File: src/rtl/cds_pkg.sv
`default_nettype none

package cds_pkg;

    localparam int FIRST_YEAR = 1900;
    localparam int LAST_YEAR  = 2100;

    localparam int OP_W     = 3;
    localparam int YEAR_W   = 12;
    localparam int MONTH_W  = 4;
    localparam int DAY_W    = 5;
    localparam int COUNT_W  = 18;
    localparam int ORDER_W  = 2;
    localparam int STATUS_W = 2;

    typedef enum logic [OP_W-1:0] {
        OP_SET  = 3'd0,
        OP_NEXT = 3'd1,
        OP_PREV = 3'd2,
        OP_ADD  = 3'd3,
        OP_CMP  = 3'd4,
        OP_DIFF = 3'd5
    } op_t;

    localparam logic [ORDER_W-1:0] ORDER_EARLIER = 2'd0;
    localparam logic [ORDER_W-1:0] ORDER_EQUAL   = 2'd1;
    localparam logic [ORDER_W-1:0] ORDER_LATER   = 2'd2;

    localparam logic [STATUS_W-1:0] STATUS_OK      = 2'd0;
    localparam logic [STATUS_W-1:0] STATUS_INVALID = 2'd1;
    localparam logic [STATUS_W-1:0] STATUS_LIMIT   = 2'd2;

    // year first: packed compare orders dates field by field
    typedef struct packed {
        logic [YEAR_W-1:0]  year;
        logic [MONTH_W-1:0] month;
        logic [DAY_W-1:0]   day;
    } date_t;

    localparam date_t FIRST_DATE = '{year: YEAR_W'(FIRST_YEAR), month: 4'd1, day: 5'd1};
    localparam date_t LAST_DATE  = '{year: YEAR_W'(LAST_YEAR), month: 4'd12, day: 5'd31};

    // century years matched against the constant list inside the year span
    function automatic logic is_leap(input logic [YEAR_W-1:0] y);
        logic div100;
        logic div400;
        int   k;
        div100 = 1'b0;
        div400 = 1'b0;
        for (k = FIRST_YEAR / 100; k <= LAST_YEAR / 100; k++)
        begin
            if (y == YEAR_W'(k * 100))
            begin
                div100 = 1'b1;
            end
        end
        for (k = FIRST_YEAR / 400; k <= LAST_YEAR / 400; k++)
        begin
            if (y == YEAR_W'(k * 400))
            begin
                div400 = 1'b1;
            end
        end
        return (y[1:0] == 2'b00) && (!div100 || div400);
    endfunction

    function automatic logic [DAY_W-1:0] days_in(input logic [YEAR_W-1:0] y,
                                                 input logic [MONTH_W-1:0] m);
        logic [DAY_W-1:0] n;
        if (m == 4'd2)
        begin
            n = is_leap(y) ? 5'd29 : 5'd28;
        end
        else if (m inside {4'd4, 4'd6, 4'd9, 4'd11})
        begin
            n = 5'd30;
        end
        else
        begin
            n = 5'd31;
        end
        return n;
    endfunction

    function automatic logic date_valid(input date_t dt);
        return (dt.year >= YEAR_W'(FIRST_YEAR)) && (dt.year <= YEAR_W'(LAST_YEAR))
            && (dt.month >= 4'd1) && (dt.month <= 4'd12)
            && (dt.day != 5'd0) && (dt.day <= days_in(dt.year, dt.month));
    endfunction

endpackage

`default_nettype wire

File: src/rtl/cds_step.sv
`default_nettype none

module cds_step (
    input  var cds_pkg::date_t cur,
    input  wire logic          backward,
    output cds_pkg::date_t     nxt,
    output logic               at_limit
);

    logic [cds_pkg::DAY_W-1:0]   dim;
    logic [cds_pkg::DAY_W-1:0]   prev_dim;
    logic [cds_pkg::MONTH_W-1:0] prev_month;

    always_comb
    begin
        prev_month = cur.month - 4'd1;
        dim        = cds_pkg::days_in(cur.year, cur.month);
        prev_dim   = cds_pkg::days_in(cur.year, prev_month);
        nxt        = cur;
        if (backward)
        begin
            at_limit = (cur == cds_pkg::FIRST_DATE);
            if (cur.day > 5'd1)
            begin
                nxt.day = cur.day - 5'd1;
            end
            else if (cur.month == 4'd1)
            begin
                nxt.year  = cur.year - 12'd1;
                nxt.month = 4'd12;
                nxt.day   = 5'd31;
            end
            else
            begin
                nxt.month = prev_month;
                nxt.day   = prev_dim;
            end
        end
        else
        begin
            at_limit = (cur == cds_pkg::LAST_DATE);
            if (cur.day < dim)
            begin
                nxt.day = cur.day + 5'd1;
            end
            else if (cur.month == 4'd12)
            begin
                nxt.year  = cur.year + 12'd1;
                nxt.month = 4'd1;
                nxt.day   = 5'd1;
            end
            else
            begin
                nxt.month = cur.month + 4'd1;
                nxt.day   = 5'd1;
            end
        end
    end

endmodule

`default_nettype wire

File: src/rtl/calendar_date_stepper.sv
// Calendar date stepper: keeps one Gregorian date between 1900-01-01 and
// 2100-12-31 and runs one operation per input transfer (set, next, previous,
// add days, compare, difference). Each input transfer gives exactly one
// result transfer carrying the stored date, order, distance and status.
// Both channels use valid/stall; a transfer happens when valid is high and
// stall is low. item_stall is high while an operation is in progress.
// An item goes from idle to the run state. Set, compare and unused codes go
// on to the finish state; next, previous and add step the date until the
// count is used up or a year limit stops it, and a difference steps until
// the walked date meets the stored date. Add and difference walk one day per
// cycle through the single day-step unit. The finish state loads the result;
// the next item is taken in the cycle after the result is loaded.
// The result sits in an output register: a new item is accepted while it
// waits. If the receiver stalls and a second result is done, the block
// holds it and keeps item_stall high until the output register frees.
// Reset sets the date to 1900-01-01 and drops any pending result.
`default_nettype none

module calendar_date_stepper (
    input  wire logic                                clk,
    input  wire logic                                rst_n,
    input  wire logic                                item_valid,
    output logic                                     item_stall,
    input  wire logic [cds_pkg::OP_W-1:0]            operation,
    input  wire logic [cds_pkg::YEAR_W-1:0]          given_year,
    input  wire logic [cds_pkg::MONTH_W-1:0]         given_month,
    input  wire logic [cds_pkg::DAY_W-1:0]           given_day,
    input  wire logic signed [cds_pkg::COUNT_W-1:0]  day_count,
    output logic                                     result_valid,
    input  wire logic                                result_stall,
    output logic [cds_pkg::YEAR_W-1:0]               year_out,
    output logic [cds_pkg::MONTH_W-1:0]              month_out,
    output logic [cds_pkg::DAY_W-1:0]                day_out,
    output logic [cds_pkg::ORDER_W-1:0]              order,
    output logic signed [cds_pkg::COUNT_W-1:0]       distance,
    output logic [cds_pkg::STATUS_W-1:0]             status
);

    typedef enum logic [2:0] {
        ST_IDLE = 3'b001,
        ST_RUN  = 3'b010,
        ST_FIN  = 3'b100
    } state_t;

    state_t state_reg, state_next;

    cds_pkg::op_t   op_reg, op_next;
    cds_pkg::date_t given_reg, given_next;
    cds_pkg::date_t walk_reg, walk_next;
    cds_pkg::date_t cur_reg, cur_next;

    logic signed [cds_pkg::COUNT_W-1:0] cnt_reg, cnt_next;
    logic signed [cds_pkg::COUNT_W-1:0] dist_reg, dist_next;
    logic [cds_pkg::ORDER_W-1:0]        res_order_reg, res_order_next;
    logic [cds_pkg::STATUS_W-1:0]       res_status_reg, res_status_next;

    logic                               result_valid_reg, result_valid_next;
    cds_pkg::date_t                     out_date_reg, out_date_next;
    logic [cds_pkg::ORDER_W-1:0]        out_order_reg, out_order_next;
    logic signed [cds_pkg::COUNT_W-1:0] out_dist_reg, out_dist_next;
    logic [cds_pkg::STATUS_W-1:0]       out_status_reg, out_status_next;

    cds_pkg::date_t given_in;
    cds_pkg::date_t cmp_b;
    cds_pkg::date_t step_out;
    logic           step_back;
    logic           at_limit;
    logic           cur_lt;
    logic           cur_eq;
    logic           given_ok;
    logic           accept;
    logic           out_free;

    assign given_in = '{year: given_year, month: given_month, day: given_day};
    assign cmp_b    = (op_reg == cds_pkg::OP_CMP) ? given_reg : walk_reg;
    assign cur_lt   = (cur_reg < cmp_b);
    assign cur_eq   = (cur_reg == cmp_b);
    assign given_ok = cds_pkg::date_valid(given_reg);

    // difference walks toward the stored date; add walks by the sign of the count
    assign step_back = (op_reg == cds_pkg::OP_DIFF) ? cur_lt : cnt_reg[cds_pkg::COUNT_W-1];

    cds_step u_step (
        .cur      (walk_reg),
        .backward (step_back),
        .nxt      (step_out),
        .at_limit (at_limit)
    );

    assign item_stall = (state_reg != ST_IDLE);
    assign accept     = item_valid && !item_stall;
    assign out_free   = !result_valid_reg || !result_stall;

    always_comb
    begin
        state_next      = state_reg;
        op_next         = op_reg;
        given_next      = given_reg;
        walk_next       = walk_reg;
        cur_next        = cur_reg;
        cnt_next        = cnt_reg;
        dist_next       = dist_reg;
        res_order_next  = res_order_reg;
        res_status_next = res_status_reg;

        case (state_reg)
            ST_IDLE:
            begin
                if (accept)
                begin
                    op_next         = cds_pkg::op_t'(operation);
                    given_next      = given_in;
                    walk_next       = (operation == cds_pkg::OP_DIFF) ? given_in : cur_reg;
                    dist_next       = '0;
                    res_order_next  = cds_pkg::ORDER_EARLIER;
                    res_status_next = cds_pkg::STATUS_OK;
                    if (operation == cds_pkg::OP_NEXT)
                    begin
                        cnt_next = 18'sd1;
                    end
                    else if (operation == cds_pkg::OP_PREV)
                    begin
                        cnt_next = -18'sd1;
                    end
                    else if (operation == cds_pkg::OP_ADD)
                    begin
                        cnt_next = day_count;
                    end
                    else
                    begin
                        cnt_next = '0;
                    end
                    state_next = ST_RUN;
                end
            end
            ST_RUN:
            begin
                case (op_reg)
                    cds_pkg::OP_SET:
                    begin
                        if (given_ok)
                        begin
                            cur_next = given_reg;
                        end
                        else
                        begin
                            res_status_next = cds_pkg::STATUS_INVALID;
                        end
                        state_next = ST_FIN;
                    end
                    cds_pkg::OP_NEXT, cds_pkg::OP_PREV, cds_pkg::OP_ADD:
                    begin
                        if (cnt_reg == '0)
                        begin
                            cur_next   = walk_reg;
                            state_next = ST_FIN;
                        end
                        else if (at_limit)
                        begin
                            cur_next        = walk_reg;
                            res_status_next = cds_pkg::STATUS_LIMIT;
                            state_next      = ST_FIN;
                        end
                        else
                        begin
                            walk_next = step_out;
                            cnt_next  = step_back ? (cnt_reg + 18'sd1) : (cnt_reg - 18'sd1);
                        end
                    end
                    cds_pkg::OP_CMP:
                    begin
                        if (cur_eq)
                        begin
                            res_order_next = cds_pkg::ORDER_EQUAL;
                        end
                        else if (cur_lt)
                        begin
                            res_order_next = cds_pkg::ORDER_EARLIER;
                        end
                        else
                        begin
                            res_order_next = cds_pkg::ORDER_LATER;
                        end
                        state_next = ST_FIN;
                    end
                    cds_pkg::OP_DIFF:
                    begin
                        if (!given_ok)
                        begin
                            res_status_next = cds_pkg::STATUS_INVALID;
                            state_next      = ST_FIN;
                        end
                        else if (cur_eq)
                        begin
                            if (dist_reg == '0)
                            begin
                                res_order_next = cds_pkg::ORDER_EQUAL;
                            end
                            else if (dist_reg[cds_pkg::COUNT_W-1])
                            begin
                                res_order_next = cds_pkg::ORDER_EARLIER;
                            end
                            else
                            begin
                                res_order_next = cds_pkg::ORDER_LATER;
                            end
                            state_next = ST_FIN;
                        end
                        else
                        begin
                            walk_next = step_out;
                            dist_next = step_back ? (dist_reg - 18'sd1) : (dist_reg + 18'sd1);
                        end
                    end
                    default:
                    begin
                        state_next = ST_FIN;
                    end
                endcase
            end
            ST_FIN:
            begin
                if (out_free)
                begin
                    state_next = ST_IDLE;
                end
            end
            default:
            begin
                state_next = ST_IDLE;
            end
        endcase
    end

    always_comb
    begin
        result_valid_next = result_valid_reg;
        out_date_next     = out_date_reg;
        out_order_next    = out_order_reg;
        out_dist_next     = out_dist_reg;
        out_status_next   = out_status_reg;
        if ((state_reg == ST_FIN) && out_free)
        begin
            result_valid_next = 1'b1;
            out_date_next     = cur_reg;
            out_order_next    = res_order_reg;
            out_dist_next     = dist_reg;
            out_status_next   = res_status_reg;
        end
        else if (!result_stall)
        begin
            result_valid_next = 1'b0;
        end
    end

    always_ff @(posedge clk or negedge rst_n)
    begin
        if (!rst_n)
        begin
            state_reg        <= ST_IDLE;
            cur_reg          <= cds_pkg::FIRST_DATE;
            result_valid_reg <= 1'b0;
        end
        else
        begin
            state_reg        <= state_next;
            cur_reg          <= cur_next;
            result_valid_reg <= result_valid_next;
        end
    end

    always_ff @(posedge clk)
    begin
        op_reg         <= op_next;
        given_reg      <= given_next;
        walk_reg       <= walk_next;
        cnt_reg        <= cnt_next;
        dist_reg       <= dist_next;
        res_order_reg  <= res_order_next;
        res_status_reg <= res_status_next;
        out_date_reg   <= out_date_next;
        out_order_reg  <= out_order_next;
        out_dist_reg   <= out_dist_next;
        out_status_reg <= out_status_next;
    end

    assign result_valid = result_valid_reg;
    assign year_out     = out_date_reg.year;
    assign month_out    = out_date_reg.month;
    assign day_out      = out_date_reg.day;
    assign order        = out_order_reg;
    assign distance     = out_dist_reg;
    assign status       = out_status_reg;

`ifndef ASSERT_OFF
    a_cur_date_valid: assert property (@(posedge clk) disable iff (!rst_n)
        cds_pkg::date_valid(cur_reg))
        else $error("stored date left the valid range");

    a_dist_only_diff: assert property (@(posedge clk) disable iff (!rst_n)
        (state_reg == ST_FIN && op_reg != cds_pkg::OP_DIFF) |-> (dist_reg == '0))
        else $error("nonzero distance on an operation other than difference");

    a_result_from_fin: assert property (@(posedge clk) disable iff (!rst_n)
        $rose(result_valid_reg) |-> $past(state_reg == ST_FIN))
        else $error("result raised without a finished operation");

    a_busy_no_accept: assert property (@(posedge clk) disable iff (!rst_n)
        (state_reg == ST_RUN) |=> (state_reg != ST_IDLE))
        else $error("operation skipped the result stage");
`endif

endmodule

`default_nettype wire

File: config.mk
export PLATFORM = sky130hd
export DESIGN_NAME = calendar_date_stepper
export DESIGN_NICKNAME = d
export VERILOG_FILES = /design/src/rtl/cds_pkg.sv /design/src/rtl/cds_step.sv /design/src/rtl/calendar_date_stepper.sv
export SDC_FILE = /design/constraint.sdc
export NUM_CORES = 1
export LEC_CHECK = 0
export BUFFER_PORTS_ARGS = -buffer_cell sky130_fd_sc_hd__clkbuf_2
export CAP_MARGIN = 20
export CORE_ASPECT_RATIO = 0.75
export CORE_MARGIN = 2
export CORE_UTILIZATION = 60
export DETAILED_ROUTE_END_ITERATION = 8
export PLACE_DENSITY = 0.88
export RECOVER_POWER = 25
export SLEW_MARGIN = 10
export SYNTH_ARGS = -nofsm -noshare
export SYNTH_HDL_FRONTEND = slang
export SYNTH_SLANG_ARGS = --single-unit
File: constraint.sdc
create_clock -name clk -period 7.65 [get_ports clk]
set_input_delay 0.765 -clock clk [delete_from_list [all_inputs] [get_ports clk]]
set_output_delay 0.765 -clock clk [all_outputs]
set_load 0.05 [all_outputs]
# Word-level counts from Yosys, hierarchy flattened
# Cells that the tools add are included.
# classes
add_sub_neg	10
n_lt_le_gt_ge	8
n_eq_ne	64
mux	88
reduce_logical	41
# op_table
operator	n
2-to-1 mux 18 bit	13
2-to-1 mux 21 bit	11
one-hot mux 21 bit (2 select lines)	3
equality test 12 x 11 -> 1 bit, second input constant	6
one-hot mux 18 bit (2 select lines)	2
adder 18 x 2 -> 18 bit, second input constant	2
zero test 18 bit	2
subtractor 18 x 2 -> 18 bit, second input constant	2
2-to-1 mux 16 bit	2
equality test 4 bit, second input constant	7
!= test 3 bit, second input constant	9
2-to-1 mux 1 bit	26
equality test 12 bit, second input constant	2
equality test 4 x 3 -> 1 bit, second input constant	6
2-to-1 mux 12 bit	2
2-to-1 mux 2 bit	11
equality test 21 x 20 -> 1 bit, second input constant	1
equality test 21 bit	1
equality test 21 bit, second input constant	1
< comparator 21 bit	1
2-to-1 mux 5 bit	4
2-to-1 mux 3 bit	6
2-to-1 mux 9 bit	2
!= test 2 bit, second input constant	8
other kinds (40)	81
# word_totals
register_bits	153
in_bits	46
out_inout_bits	45
elab_cells	233

# Longest topological paths before layout
# Gate-level depths: netlist (run 1).
# depth
depth_word	17
depth_mapped	24
mapped_depth_nobuf	20

# By module
# A second synthesis (run 1) with hierarchy kept.
# unflattened
hier_cells	971
hier_area_um2	9763.1
# by_module_without_submodules
module	n_inst	cells_per_inst	area_per_inst_um2	seq_area_each_um2
calendar_date_stepper	1	773	8494.4	4481.8
cds_step	1	198	1268.7	0.0

# Worst setup path after synthesis (run 1)
# No wires, ideal clock.
# synth_path
kind	register to register
from	reg op_reg[1]
to	reg cnt_reg[0] in the netlist's numbering (enable)
setup_ns	0.397
t_arrival_ns	5.857
required_ns	7.253
path_slack_ns	1.396
stages_incl_launch_ff	21
path_buffers	3
period_less_slack_ns	6.254
path_cell_list	edfxtp_1 and2b_2 nor2b_1 clkbuf_1 buf_1 mux2i_1 ha_1 a21oi_1 o21ai_0 a221oi_1 nand3_1 o21ai_1 clkbuf_1 ha_1 inv_1 nor4_1 nand4_1 nor2_1 o21ai_4 or2b_1 o21bai_1
# synth_between
elab_chain_len	7
word_cells_on_any_way	13
cone_classes	order compare (1); eq/ne (7); mux (3); reduce/logical (2)
# synth_rtl
element	line	text
from (decl)	calendar_date_stepper.sv:47	cds_pkg::op_t op_reg, op_next;
from (signal assigned)	calendar_date_stepper.sv:274	op_reg <= op_next;
equality test 3 bit	calendar_date_stepper.sv:75	assign cmp_b = (op_reg == cds_pkg::OP_CMP) ? given_reg : walk_reg;
2-to-1 mux 21 bit	calendar_date_stepper.sv:75	
< comparator 21 bit	calendar_date_stepper.sv:76	assign cur_lt = (cur_reg < cmp_b);
2-to-1 mux 1 bit	calendar_date_stepper.sv:81	assign step_back = (op_reg == cds_pkg::OP_DIFF) ? cur_lt : cnt_reg[cds_pkg::COUNT_W-1];
2-to-1 mux 1 bit	cds_step.sv:20	if (backward)
!= test 2 bit (no source line)	--	
AND reduction 5 bit (no source line) (*)	--	
to (signal assigned)	calendar_date_stepper.sv:277	cnt_reg <= cnt_next;
to (decl)	calendar_date_stepper.sv:52	logic signed [cds_pkg::COUNT_W-1:0] cnt_reg, cnt_next;
# Every way passes the cells marked *; elsewhere a longest branch is shown, timed or not.
# A chain may end at the register's enable or synchronous reset.

# Worst setup path after layout (run 1)
# layout_path
from	reg op_reg[1]
to	reg cur_reg[4] in the netlist's numbering
# layout_between
elab_chain_len	7
word_cells_on_any_way	16
cone_classes	order compare (1); eq/ne (7); mux (4); reduce/logical (4)
# layout_rtl
element	line	text
equality test 3 bit	calendar_date_stepper.sv:75	
2-to-1 mux 21 bit	calendar_date_stepper.sv:75	
< comparator 21 bit	calendar_date_stepper.sv:76	
2-to-1 mux 1 bit	calendar_date_stepper.sv:81	
2-to-1 mux 1 bit	cds_step.sv:20	
!= test 3 bit (no source line)	--	
AND reduction 4 bit (no source line)	--	
to (signal assigned)	calendar_date_stepper.sv:261	cur_reg <= cds_pkg::FIRST_DATE;
to (signal assigned)	calendar_date_stepper.sv:267	cur_reg <= cur_next;
to (decl)	calendar_date_stepper.sv:50	cds_pkg::date_t cur_reg, cur_next;
# Parallel ways exist; a longest one is shown, timed or not.

==> results of run 1 <==
## critical path: stages, from the launching register on
cell      delay (ps)
edfxtp_1         420
and2b_2          280
nor2b_2          590
buf_4            360
mux2i_1          210
ha_1             280
a21oi_1          160
o21ai_0          110
a221oi_1         510
nand3_1          250
o21ai_2          200
buf_4            430
ha_1             400
nor4_1           480
nand4_1          180
nor2_1           230
o21ai_4          120
a311oi_4         200
buf_4            420
mux2_2           380
## area by class of cell
class                           instances  area [µm²]
Clock buffer                           18       439.2
Multi-Input combinational cell        686        5072
Sequential cell                       153        4482
Inverter                               25       93.84
Timing Repair Buffer                  103       531.8
Fill cell                            1104        4883
Tap cell                              210       262.8
Clock inverter                         14       200.2
## worst max path at each step
| stage | slack [ps] | endpoint | cells past startpoint | from |
|---|---|---|---|---|
| final | 1280 | cur_reg[4] | 19 | op_reg[1] |
| after global routing | 910 | dist_reg[11] | 20 | op_reg[1] |
| after CTS | 1490 | cnt_reg[16] | 21 | op_reg[1] |
| after detailed placement | 1530 | cnt_reg[16] | 21 | op_reg[1] |
| after global placement | 1790 | cnt_reg[16] | 21 | op_reg[1] |
| after floorplan | 1400 | cnt_reg[0] | 20 | op_reg[1] |
## cell usage after synthesis, types with 7 or more instances
library cell / instances / area share
nand4_1: 11 / 0.0071
nand2_1: 59 / 0.023
o21bai_1: 8 / 0.0062
o22ai_1: 18 / 0.012
xnor2_1: 28 / 0.025
a31oi_1: 9 / 0.0058
nor3_1: 21 / 0.011
a21oi_1: 62 / 0.032
xor2_1: 19 / 0.017
mux2i_1: 30 / 0.031
nand3_1: 19 / 0.0098
edfxtp_1: 128 / 0.39
ha_1: 76 / 0.098
o21ai_0: 52 / 0.027
nor2_1: 67 / 0.026
mux2_4: 19 / 0.029
mux2_2: 22 / 0.025
dfstp_2: 10 / 0.027
a211oi_1: 12 / 0.0092
inv_1: 25 / 0.0096
dfrtp_1: 15 / 0.039
o211ai_1: 7 / 0.0054
and3_1: 8 / 0.0051
nor2b_1: 22 / 0.014
a21o_1: 17 / 0.013
clkbuf_1: 20 / 0.0077
nor4_1: 11 / 0.0071
## power by group
part           internal [mW]  leakage [nW]  switching, mW
registers               1.30          1.50          0.349
clock network          0.538         0.313          0.378
logic                   1.11          2.65           1.59
total                   2.95          4.47           2.32
## layer usage
metal | vias up | routed length [µm]
li1 | 3602 | -
met1 | 3708 | 10700
met2 | 452 | 10620
met3 | 60 | 2515
met4 | 2 | 588
met5 | - | 13
## stage by stage
step	worst slack [ps]	util	area (µm²)	hold WS, ps
3_5_place_dp	1527	0.6556	10470	406.1
4_1_cts	1485	0.6956	11110	347.5
5_1_grt	906.6	0.6941	11080	440.4
3_3_place_gp	1788	0.6546	10450	405.5
6_report	1284	0.6941	11080	426.4
2_1_floorplan	1396	-	9748	400.3
## logic make-up (layout without fill, tap and decap cells)
kind of cell / after synthesis / count (layout) / share of synthesized area
AND/OR/NAND/NOR: 262 / 262 / 0.1371
AO/OA/AOI/OAI: 227 / 227 / 0.1483
flip-flops: 153 / 153 / 0.4598
adder cells (fa/ha/maj): 79 / 79 / 0.1037
multiplexers: 71 / 71 / 0.08548
buffers and inverters: 56 / 160 / 0.02349
XOR/XNOR: 47 / 47 / 0.04223
==> results.toml, run 1 <==
[cells_and_area]
final_common_cell = "edfxtp_1"
syn2layout_area_growth_pct = 13.68
finalNonFillerCells = 1209
drive_gt1_frac = 0.1742
n_antenna_cell = 0
fin_nets = 1111
final_cell_mix = "128 x edfxtp_1, 76 x ha_1, 71 x clkbuf_2"

[routing]
antenna_left = 0
first_iter_violations = 1104
num_vias = 7824
wl_per_cell_um = 20.21
drcViolationCount = 0
avgViaCountPerCell = 6.471
drtPass1Iterations = 6
routed_wl_um = 24440

[placed_design]
port_buffers = 90
hpwl_um = 17280
routabilityCongestion = 0.9645
dpl.cell_count = 1177

[critical_path]
crit_type = "flip-flop to flip-flop"
r2r_slack_ps = 1280
cp_max_fo = 37
rr_worst_depth = 19
reg2reg_to = "cur_reg[4]"
cp.required_ps = 7980
rr_startpoint = "op_reg[1]"
end_kind = "flip-flop"
critPathLaunchType = "flip-flop"
crit_arrival_ps = 6690

[clock_tree]
cts_tree = "yes"
cts_sinks = 153
clkTransAtPathRegs_ps = 60
cts_max_path_buffers = 2
cts_buffers = 17
post-cts-setup-buffers = 0
cts_root_buf = "clkbuf_16"
cts_hold_buf = 0
cts_resized = 0
insertion_delay_ps = 450
htreeDepth = 4

[grt]
antenna_found_initial = 1
overflow = 0
grt_pass1_wl_um = 38560
grt_pass1_vias = 7144
grt_use_met1 = 0.4347
grtUsageMet2 = 0.4271
grt_max_degree = 44
met3_usage = 0.06773
grt_usage = 0.2926
top_usage_layer = "met1"

[floorplan]
core-area_mm2 = 0.01597
dieArea_mm2 = 0.01729
die_w_um = 151.2
die_y_um = 114.4
rows = 40
pin_count = 91
initial_utilization = 0.6106

[logic_synthesis]
avgSynthCellArea_um2 = 10.89
synth_ff_type = "edfxtp_1"
ys_warn_count = 0
ys_seq_elements = 153
syn_area_mm2 = 0.009748
synth_edf_count = 128
syn_inst = 895
yosysUniqueCellTypes = 72
synth.yosys.seq_area_share = 0.4598
syn_nets = 1020
async_flop_share = 0.1634

[timing]
slew_violations = 0
slew_headroom = 0.05923
tns_ps = 0
tightest_slew_ps = 1411
rsz0062_at_grt = "no"
fmax_mhz = 157.1
min_period_ps = 6366
post-route-period-util = 0.8321
fin_skew_ps = 14.14
setup_violations = 0
hold_violations = 0

[pwr]
p_total_mw = 5.266
p_per_area_mw_per_mm2 = 475.2
peakVddDrop_mv = 0.1872
p_leak_nw = 4.470

[hold_path]
min_to = "order[0]"
hold_path_class = "flip-flop to flip-flop"
hold_start = "res_order_reg[0]"
hold_depth = 0

[job]
cap_violations = 0

[outcome]
status = "finished, final reports clean"
Power figures use the tool's default switching activity.
==> inputs of run 2 (changes only) <==
--- a/config.mk
+++ b/config.mk
@@ -9,9 +9,9 @@
 export CAP_MARGIN = 20
 export CORE_ASPECT_RATIO = 0.75
 export CORE_MARGIN = 2
-export CORE_UTILIZATION = 60
+export CORE_UTILIZATION = 55
 export DETAILED_ROUTE_END_ITERATION = 8
-export PLACE_DENSITY = 0.88
+export PLACE_DENSITY = 0.86
 export RECOVER_POWER = 25
 export SLEW_MARGIN = 10
 export SYNTH_ARGS = -nofsm -noshare
==> constraint.sdc (replaced) <==
create_clock -name clk -period 5.4 [get_ports clk]
set_input_delay 0.54 -clock clk [delete_from_list [all_inputs] [get_ports clk]]
set_output_delay 0.54 -clock clk [all_outputs]
set_load 0.05 [all_outputs]
==> run 2 against run 1 <==
Wire length up 3.8%. Hold slack worse by 140 ps. Clock power up 30%. Die area up 8.8%. Critical path type unchanged. Largest cell class unchanged. Sequential cell count unchanged. Sequential share of layout area down 0.86 points. Maximum frequency up 22%. Clock-buffer cell count unchanged. Final cell count up 4.0%. Combinational power up 51%. Non-clock buffer count up 16. First-iteration DRC count down 2.1%.
==> results.toml, run 2 (same netlist as run 1, synthesis figures left out) <==
[cells_and_area]
n_antenna_cell = 0
fin_util = 0.6471
syn2layout_area_growth_pct = 16.16
final_common_cell = "edfxtp_1"
n_fill_cell = 1305
drive_gt1_frac = 0.1970
design_area_mm2 = 0.01132
final_cell_mix = "128 x edfxtp_1, 76 x ha_1, 69 x clkbuf_2"
fin_nets = 1127

[placed_design]
dpl_cell_area_mm2 = 0.01062
routabilityCongestion = 0.9631
port_buffers = 90
pre_cts_ws_ps = -9.812
hpwl_um = 17830

[grt]
grt_max_degree = 44
grt_pass1_vias = 7383
grt_usage = 0.2749
antenna_found_initial = 0
grt_pass1_wl_um = 39760
overflow = 0

[timing]
min_period_ps = 5203
post-route-period-util = 0.9634
timing.final.ws_setup_ps = 197.5
fin_skew_ps = 10.73
fmax_mhz = 192.2
tightest_slew_ps = 1406
hold_ws_ps = 289.0
slew_headroom = 0.06247
slew_violations = 0
hold_violations = 0
setup_violations = 0

[routing]
antenna_left = 0
num_vias = 7923
drtPass1Iterations = 6
avgViaCountPerCell = 6.303
routed_wl_um = 25360
drcViolationCount = 0
first_iter_violations = 1081
wl_per_cell_um = 20.17

[critical_path]
critPathLaunchType = "flip-flop"
crit_type = "flip-flop to flip-flop"
crit_arrival_ps = 5380
rr_worst_depth = 22
cp.required_ps = 5580
reg2reg_to = "dist_reg[11]"
rr_startpoint = "op_reg[1]"
cp_max_fo = 17
end_kind = "flip-flop"
r2r_slack_ps = 200

[pwr]
p_leak_nw = 4.556
p_per_area_mw_per_mm2 = 670.5
peakVddDrop_mv = 0.2596

[clock_tree]
insertion_delay_ps = 440
clkTransAtPathRegs_ps = 70
cts_hold_buf = 0
cts_max_path_buffers = 2
cts_sinks = 153
cts_root_buf = "clkbuf_16"
cts_tree = "yes"
htreeDepth = 4
cts_buffers = 17

[floorplan]
pin_count = 91
die_y_um = 119.3
initial_utilization = 0.5571
core-area_mm2 = 0.01750
rows = 42
die_w_um = 157.7
dieArea_mm2 = 0.01882

[hold_path]
min_to = "given_reg[16]"
hold_start = "given_year[7]"
hold_path_class = "input pin to flip-flop"
hold_depth = 1

[job]
cap_violations = 0

[outcome]
status = "finished, final reports clean"
[run 2: critical path, stage by stage, from the launching register on]
cell and delay [ps]:
edfxtp_1 420, and2b_2 280, nor2b_4 190, buf_12 170, mux2i_1 250, ha_1 300
nand4_2 200, inv_1 120, a221oi_4 360, nand3_2 180, o21ai_4 230, buf_8 200
ha_1 280, buf_4 160, o21ai_0 180, nor2_1 130, o41ai_2 320, buf_4 200
nor2_1 50, or3_1 310, a21oi_1 180, xor2_1 160, nor2_1 50
[run 2: area by class of cell]
type | instances | area [µm²] | area share
clock inverters | 14 | 153.9 | 0.01359
multi-input cells | 686 | 5170 | 0.4566
well taps | 242 | 302.8 | 0.02674
repair buffers | 119 | 691.9 | 0.06110
flip-flops and latches | 153 | 4482 | 0.3958
inverters | 25 | 93.84 | 0.008287
clock buffers | 18 | 429.2 | 0.03790
[run 2: power breakdown]
part | total (mW) | internal, mW | switching, mW
clock | 1.19 | 0.655 | 0.538
combinational | 4.07 | 1.70 | 2.38
sequential | 2.32 | 1.85 | 0.475
[run 2: worst max path at each step]
stage	start	end	slack (ps)	depth (start not counted)
final	op_reg[1]	dist_reg[11]	200	22
after global routing	op_reg[1]	dist_reg[11]	-40	23
after CTS	op_reg[1]	dist_reg[14]	70	20
after detailed placement	op_reg[1]	cnt_reg[16]	-10	21
after global placement	op_reg[1]	cnt_reg[16]	190	21
after floorplan	op_reg[1]	cnt_reg[16]	150	22
[run 2: metal layers]
metal / up-vias / part of all wire / routed length (µm) / track usage
li1: 3635 / - / - / -
met1: 3763 / 0.44 / 11120 / 0.4159
met2: 461 / 0.43 / 10880 / 0.3894
met3: 64 / 0.11 / 2752 / 0.06223
met4: 0 / 0.024 / 603 / 0.08750
met5: - / 0 / 0 / 0
[run 2: through the flow]
| step | instances | total power [mW] | TNS (ps) |
|---|---|---|---|
| finish | 1257 | 7.592 | 0 |
| global route | 1257 | 8.084 | -64.82 |
| CTS | 1254 | 7.393 | 0 |
| detailed placement | 1221 | 6.125 | -9.812 |
| global placement | 1221 | 5.974 | 0 |
| floorplan | 895 | 5.064 | 0 |
[run 2: repair_timing]
action                                  in CTS  in global routing
cloned                                       0                  1
endpoints found under the setup margin       2                 31
resized for setup                            2                 18
buffers inserted                             1                  2
endpoints found under the hold margin        0                  0
pin swaps                                    1                  5
